File: src/design/obbfc_pkg.sv
// Shared types and constants for the oriented-box frustum classifier.
// No dependencies; imported by every module of the block.
package obbfc_pkg;

	// Plane register file
	localparam int NUM_REGS   = 6;
	localparam int CFG_IDX_W  = 3;
	localparam int PLANE_W    = 64;
	localparam int COEF_W     = 16;

	// Q1.14 normal times Q16.8 coordinate leaves 22 fraction bits
	localparam int FRAC_SHIFT = 22;

	typedef enum logic [1:0] {
		POS_BACK  = 2'd0,
		POS_FRONT = 2'd1,
		POS_SPAN  = 2'd2
	} position_t;

	// Per-plane verdict leaving a lane
	typedef struct packed {
		logic valid;
		logic cull;   // center distance at or below minus radius
		logic span;   // center distance at or below radius
		logic back;   // distance plus one unit below minus radius
	} plane_flags_t;

endpackage

File: src/design/obbfc_planes.sv
// Plane coefficient register file, written over the configuration channel.
// Depends on obbfc_pkg.
module obbfc_planes
	import obbfc_pkg::*;
(
	input  logic                 clk,
	input  logic                 arst_n,
	input  logic                 cfg_valid,
	output logic                 cfg_ready,
	input  logic [CFG_IDX_W-1:0] cfg_index,
	input  logic [PLANE_W-1:0]   cfg_data,
	output logic [PLANE_W-1:0]   planes [NUM_REGS]
);

	logic [PLANE_W-1:0] planes_q [NUM_REGS];

	assign cfg_ready = 1'b1;

	always_ff @(posedge clk or negedge arst_n) begin
		if (!arst_n) begin
			for (int i = 0; i < NUM_REGS; i++) begin
				planes_q[i] <= '0;
			end
		end else if (cfg_valid && cfg_ready && (cfg_index < CFG_IDX_W'(NUM_REGS))) begin
			planes_q[cfg_index] <= cfg_data;
		end
	end

	assign planes = planes_q;

endmodule

File: config.mk
export PLATFORM = sky130hd
export DESIGN_NAME = obbfc_planes
export DESIGN_NICKNAME = d
export VERILOG_FILES = /design/src/design/obbfc_pkg.sv /design/src/design/obbfc_planes.sv
export SDC_FILE = /design/constraint.sdc
export NUM_CORES = 1
export LEC_CHECK = 0
export BUFFER_PORTS_ARGS = -buffer_cell sky130_fd_sc_hd__buf_2
export CORE_ASPECT_RATIO = 1.1
export CORE_UTILIZATION = 35
export DETAILED_ROUTE_END_ITERATION = 8
export PLACE_DENSITY = 0.71
export SYNTH_ARGS = -nofsm -noshare
export SYNTH_HDL_FRONTEND = slang
export SYNTH_SLANG_ARGS = --single-unit
File: constraint.sdc
create_clock -name clk -period 0.8 [get_ports clk]
set_input_delay 0.16 -clock clk [delete_from_list [all_inputs] [get_ports clk]]
set_output_delay 0.16 -clock clk [all_outputs]
set_load 0.01 [all_outputs]
==> impl_metrics.csv, run 1 <==
group,metric,value,unit
outcome,status,"finished, violations left",
outcome,violations,"negative setup slack",
detailed_routing,wire_per_inst,24.2,µm
worst_setup_path,cp.required,0.64,ns
worst_setup_path,r2r-end,"planes[230]",
worst_setup_path,worst-path-buf-inv,1,
timing,fin_crit,1.28,ns
yosys,synth_nets,888,
final_layout,synthToLayoutAreaGrowth,65.9,%
final_layout,fin_util,0.588,
detailed_routing,wl_met3,2870,µm
final_layout,fin_cells,2268,
yosys,yosysWarnings,0,
flow_run,drv_cap,0,
worst_setup_path,cp-start-kind,"register",
worst_setup_path,crit_chain,"buf_6",
placement,numPlacedInstances,1864,
yosys,yosysTopAreaCell,"dfrtp_1",
timing,period_share,1.60,
timing,setup_slack,-0.477,ns
floorplanning,die-area,44700,µm²
detailed_routing,final_antenna_net_count,0,
floorplanning,dieHeight,222,µm
timing,whs,0.143,ns
yosys,syn_area_per_cell,18.8,µm²
power_and_ir_drop,max-vdd-ir-drop,1780,µV
clocking,clock-root-buffer,"clkbuf_16",
global_route,overflow,0,
worst_setup_path,r2r_cells,3,
worst_setup_path,path_delay_family,"flip-flops",
floorplanning,die_w,202,µm
worst_setup_path,cp-startpoint,"planes[241]",
detailed_routing,drc,0,
detailed_routing,num_vias,11000,
placement,place_hpwl,28300,µm
timing,max_clock_freq,783,MHz
clocking,cts_tree,"built",
worst_setup_path,critPathMaxStageDelay,0.41,ns
yosys,ys_ff_latch,384,
worst_setup_path,crit_slowest_cell,"dfrtp_1",
final_layout,n_antenna_cell,0,
global_route,grt_use_total,0.225,
timing,maxSlewViolCount,0,
detailed_routing,drt_pass1_iterations,4,
placement,place_congestion,0.823,
yosys,netlist_area,15400,µm²
final_layout,drive_above_1_share,0.729,
worst_setup_path,cp-endpoint,"planes[241]",
floorplanning,num_io_pins,455,
clocking,worstSkewPairLatency,0.55,ns
final_layout,layout_common_cells,"dfrtp_1, mux2_4, buf_2",
global_route,grt_max_degree,59,
floorplanning,start_util,0.354,
yosys,synth_top_area_share,0.626,
final_layout,layout_commonest_cell,"dfrtp_1",
worst_setup_path,path_depth,1,
detailed_routing,drt-total-wl,54800,µm
placement,place_ws,-0.718,ns
worst_setup_path,worstSetupPathType,"register to primary output",
detailed_routing,dr_wl_met2,28100,µm
clocking,cts-htree-levels,2,
worst_setup_path,crit_fanout,2,
yosys,ys_seq_area_frac,0.626,
detailed_routing,drt-met1-wl,20500,µm
clocking,cts.sink_count,384,
final_layout,largest_register_ffs,384,
worst_setup_path,reg2reg_from,"planes[230]",
global_route,antenna_found_initial,0,
worst_setup_path,cp.arrival,1.12,ns
global_route,grt_pass1_wl,75300,µm
detailed_routing,drt-initial-drc-count,383,
power_and_ir_drop,powerDensity,2750,nW/µm²
clocking,cts_buffers,42,
clocking,clk_pin_slew_worst_paths,0.06,ns
worst_setup_path,r2r_slack,-0.24,ns
timing,hold_viol,0,
timing,clock_skew,0,ns
global_route,grt_pass1_vias,11600,
yosys,synth_area_leaders,"dfrtp_1, mux2_4, mux2_2",
timing,rsz0062_at_grt,"yes",
detailed_routing,highest_layer,"met4",
yosys,ys_types,11,
yosys,synthCells,818,
min_path,hold_path.class,"input port to async pin",
power_and_ir_drop,p_leak,12.6,nW
floorplanning,row_count,80,
timing,setup_viol,767,
worst_setup_path,critPathCaptureType,"primary output",
floorplanning,core_area,43300,µm²
detailed_routing,viasPerCell,4.83,
clocking,clk_path_buf_depth,3,
final_layout,nets,1734,
placement,port_buffers,453,
power_and_ir_drop,power,70.0,mW
==> layout make-up <==
type	count	area (µm²)
Clock buffer	63	1300
Clock inverter	11	146
Fill cell	3069	17900
Multi-Input combinational cell	391	5590
Sequential cell	384	9610
Tap cell	574	718
Timing Repair Buffer	845	8100
==> kinds of logic after synthesis <==
logic type / share of synthesized area
mux: 0.328
other cells: 0.000244
buf+inv: 0.0412
flops: 0.626
simple gates: 0.00456
==> timing repair <==
action / CTS / global route
pin swaps: 5 / 2
gates cloned: 25 / 6
setup buffers: 175 / 126
gates resized for setup: 288 / 203
hold buffers: 65 / 0
endpoints found under the setup margin: 689 / 763
endpoints found under the hold margin: 768 / 0
==> layer usage <==
metal / vias to the layer above / track usage
met3: 185 / 0.0429
met4: 0 / 0.129
met5: - / 0
met1: 5711 / 0.259
li1: 4587 / -
met2: 473 / 0.391
==> synth_stat cells <==
cell	number
buf_4	13
conb_1	1
buf_2	2
nor4b_2	1
mux2_4	190
and4bb_1	3
buf_12	24
nand4b_1	2
dfrtp_1	384
mux2_2	194
buf_6	4
==> power by group <==
group / switching (mW) / internal (mW)
registers: 3.18 / 23.7
clock network: 8.13 / 12.2
logic: 8.35 / 14.4
==> through the flow <==
stage | TNS, ns | cell area (µm²)
final | -234.42 | 25500
after global routing | -248.56 | 25500
after CTS | -214.96 | 24200
after detailed placement | -247.95 | 18800
after global placement | -241.54 | 18800
after floorplan | -122.58 | 15700
==> how the worst min path moves through the flow <==
stage / startpoint / to / slack, ns / depth (start not counted)
4_1_cts: arst_n / planes[344] / 0.11 / 3
6_report: arst_n / planes[344] / 0.14 / 3
5_1_grt: arst_n / planes[344] / 0.13 / 3
2_1_floorplan: arst_n / planes[0] / -0.14 / 0
3_5_place_dp: arst_n / planes[344] / 0.1 / 2
3_3_place_gp: arst_n / planes[344] / 0.10 / 2
No activity file was read; power rests on OpenSTA's default activity.
==> run 2, diff against run 1 <==
--- a/config.mk
+++ b/config.mk
@@ -10,6 +10,8 @@
 export CORE_UTILIZATION = 35
 export DETAILED_ROUTE_END_ITERATION = 8
 export PLACE_DENSITY = 0.71
+export RECOVER_POWER = 50
+export REMOVE_ABC_BUFFERS = 1
 export SYNTH_ARGS = -nofsm -noshare
 export SYNTH_HDL_FRONTEND = slang
 export SYNTH_SLANG_ARGS = --single-unit
==> impl_metrics.csv, run 2 (same netlist as run 1, synthesis figures left out) <==
group,metric,value,unit
clocking,cts_buffers,40,
worst_setup_path,crit_chain,"buf_2",
clocking,clk_pin_slew_worst_paths,0.06,ns
detailed_routing,drt_pass1_iterations,4,
placement,place_congestion,0.788,
power_and_ir_drop,power,69.2,mW
worst_setup_path,cp.arrival,1.13,ns
floorplanning,num_io_pins,455,
timing,period_share,1.61,
worst_setup_path,cp.required,0.64,ns
worst_setup_path,crit_slowest_cell,"dfrtp_1",
global_route,grt_use_total,0.221,
outcome,violations,"negative setup slack",
outcome,status,"finished, violations left",
power_and_ir_drop,max-vdd-ir-drop,1970,µV
worst_setup_path,critPathCaptureType,"primary output",
clocking,worstSkewPairLatency,0.54,ns
power_and_ir_drop,p_leak,12.8,nW
worst_setup_path,path_delay_family,"flip-flops",
clocking,cts_tree,"built",
floorplanning,die-area,44700,µm²
global_route,grt_pass1_vias,11700,
floorplanning,start_util,0.354,
timing,hold_viol,0,
detailed_routing,final_antenna_net_count,0,
detailed_routing,drt-met1-wl,22300,µm
power_and_ir_drop,powerDensity,2710,nW/µm²
detailed_routing,wire_per_inst,23.5,µm
timing,maxSlewViolCount,0,
placement,port_buffers,453,
detailed_routing,drt-initial-drc-count,367,
clocking,cts-htree-levels,2,
placement,placed_cell_area,18700,µm²
detailed_routing,num_vias,11000,
floorplanning,die_w,202,µm
timing,setup_viol,1063,
timing,clock_skew,0,ns
global_route,overflow,0,
clocking,clk_path_buf_depth,3,
final_layout,area.sequential,9610,µm²
min_path,hold_path.class,"input port to register",
final_layout,layout_commonest_cell,"dfrtp_1",
global_route,grt_max_degree,47,
detailed_routing,dr_wl_met2,26800,µm
timing,whs,0.0520,ns
timing,setup_slack,-0.490,ns
worst_setup_path,worstSetupPathType,"register to primary output",
detailed_routing,drt-total-wl,54200,µm
flow_run,drv_cap,0,
worst_setup_path,crit_fanout,2,
worst_setup_path,critPathMaxStageDelay,0.42,ns
final_layout,fin_area,25500,µm²
placement,place_hpwl,27400,µm
global_route,grt_pass1_wl,74200,µm
detailed_routing,drc,0,
final_layout,largest_register_ffs,384,
detailed_routing,viasPerCell,4.77,
worst_setup_path,cp-start-kind,"register",
floorplanning,dieHeight,222,µm
detailed_routing,wl_met3,3040,µm
timing,max_clock_freq,775,MHz
clocking,clock-root-buffer,"clkbuf_16",
clocking,cts.sink_count,384,
final_layout,synthToLayoutAreaGrowth,66.3,%
floorplanning,row_count,80,
final_layout,layout_common_cells,"dfrtp_1, mux2_4, buf_2",
timing,rsz0062_at_grt,"yes",
final_layout,nets,1770,
final_layout,drive_above_1_share,0.732,
global_route,antenna_found_initial,1,
final_layout,multi_input_area,5690,µm²
worst_setup_path,worst-path-buf-inv,1,
detailed_routing,highest_layer,"met4",
final_layout,fillers,3043,
timing,fin_crit,1.29,ns
floorplanning,core_area,43300,µm²
==> run 2: cell count changes in the layout (fill, tap and decap cells not counted), sizes merged <==
cell / before / now
buf: 773 / 816
clkbuf: 70 / 63
bufinv: 3 / 5
clkinvlp: 2 / 0
clkinv: 6 / 5
diode: 0 / 1
dlygate4sd3: 65 / 64
==> run 2: path summary, 6_finish.rpt <==
kind                                     to    startpoint  cells after the start  slack (ns)
worst max-delay path            planes[284]   planes[284]                      1       -0.49
max in group asynchronous       planes[308]        arst_n                      4       -0.10
worst min-delay path            planes[115]  cfg_data[51]                      2        0.05
worst min register to register  planes[183]   planes[183]                      1        0.50
min in group asynchronous        planes[73]        arst_n                      2        0.07
worst max register to register  planes[203]   planes[203]                      3       -0.23
==> run 2: area by class of cell <==
cell class | count | share of cell area
Sequential cell | 384 | 0.376
Antenna cell | 1 | 0.0000980
Tap cell | 574 | 0.0281
Timing Repair Buffer | 883 | 0.320
Clock buffer | 60 | 0.0457
Clock inverter | 10 | 0.00686
Multi-Input combinational cell | 391 | 0.223
==> run 2: timing repair <==
action,4_1_cts,5_1_grt
hold buffers,64,0
cloned,24,1
setup buffers,177,154
setup endpoints to repair,753,765
resized for setup,318,223
pin swaps,2,4
hold endpoints to repair,762,0
==> run 2: worst reg2reg max path, cell delays in order, from the launching register on <==
cell and delay, ns:
dfrtp_1 0.40, buf_4 0.14, buf_4 0.12, mux2_4 0.26
==> run 2: routing by layer <==
metal  vias up  GRT usage
li1       4653          -
met1      5772      0.283
met2       440      0.358
met3       122     0.0520
met4         0     0.0934
met5         -          0
==> run 2: power by group <==
part | switching, mW | internal [mW]
Sequential | 3.15 | 23.7
Clock | 7.77 | 11.7
Combinational | 8.34 | 14.5
==> run 2: stage by stage <==
step	TNS (ns)	instances	worst slack, ns	utilization
after floorplan	-986.92	775	-3.95	-
after global placement	-246.36	1879	-0.689	0.432
after detailed placement	-253.27	1879	-0.724	0.432
after CTS	-223.51	2214	-0.489	0.559
after global routing	-289.82	2303	-0.528	0.589
final	-256.74	2303	-0.490	0.589
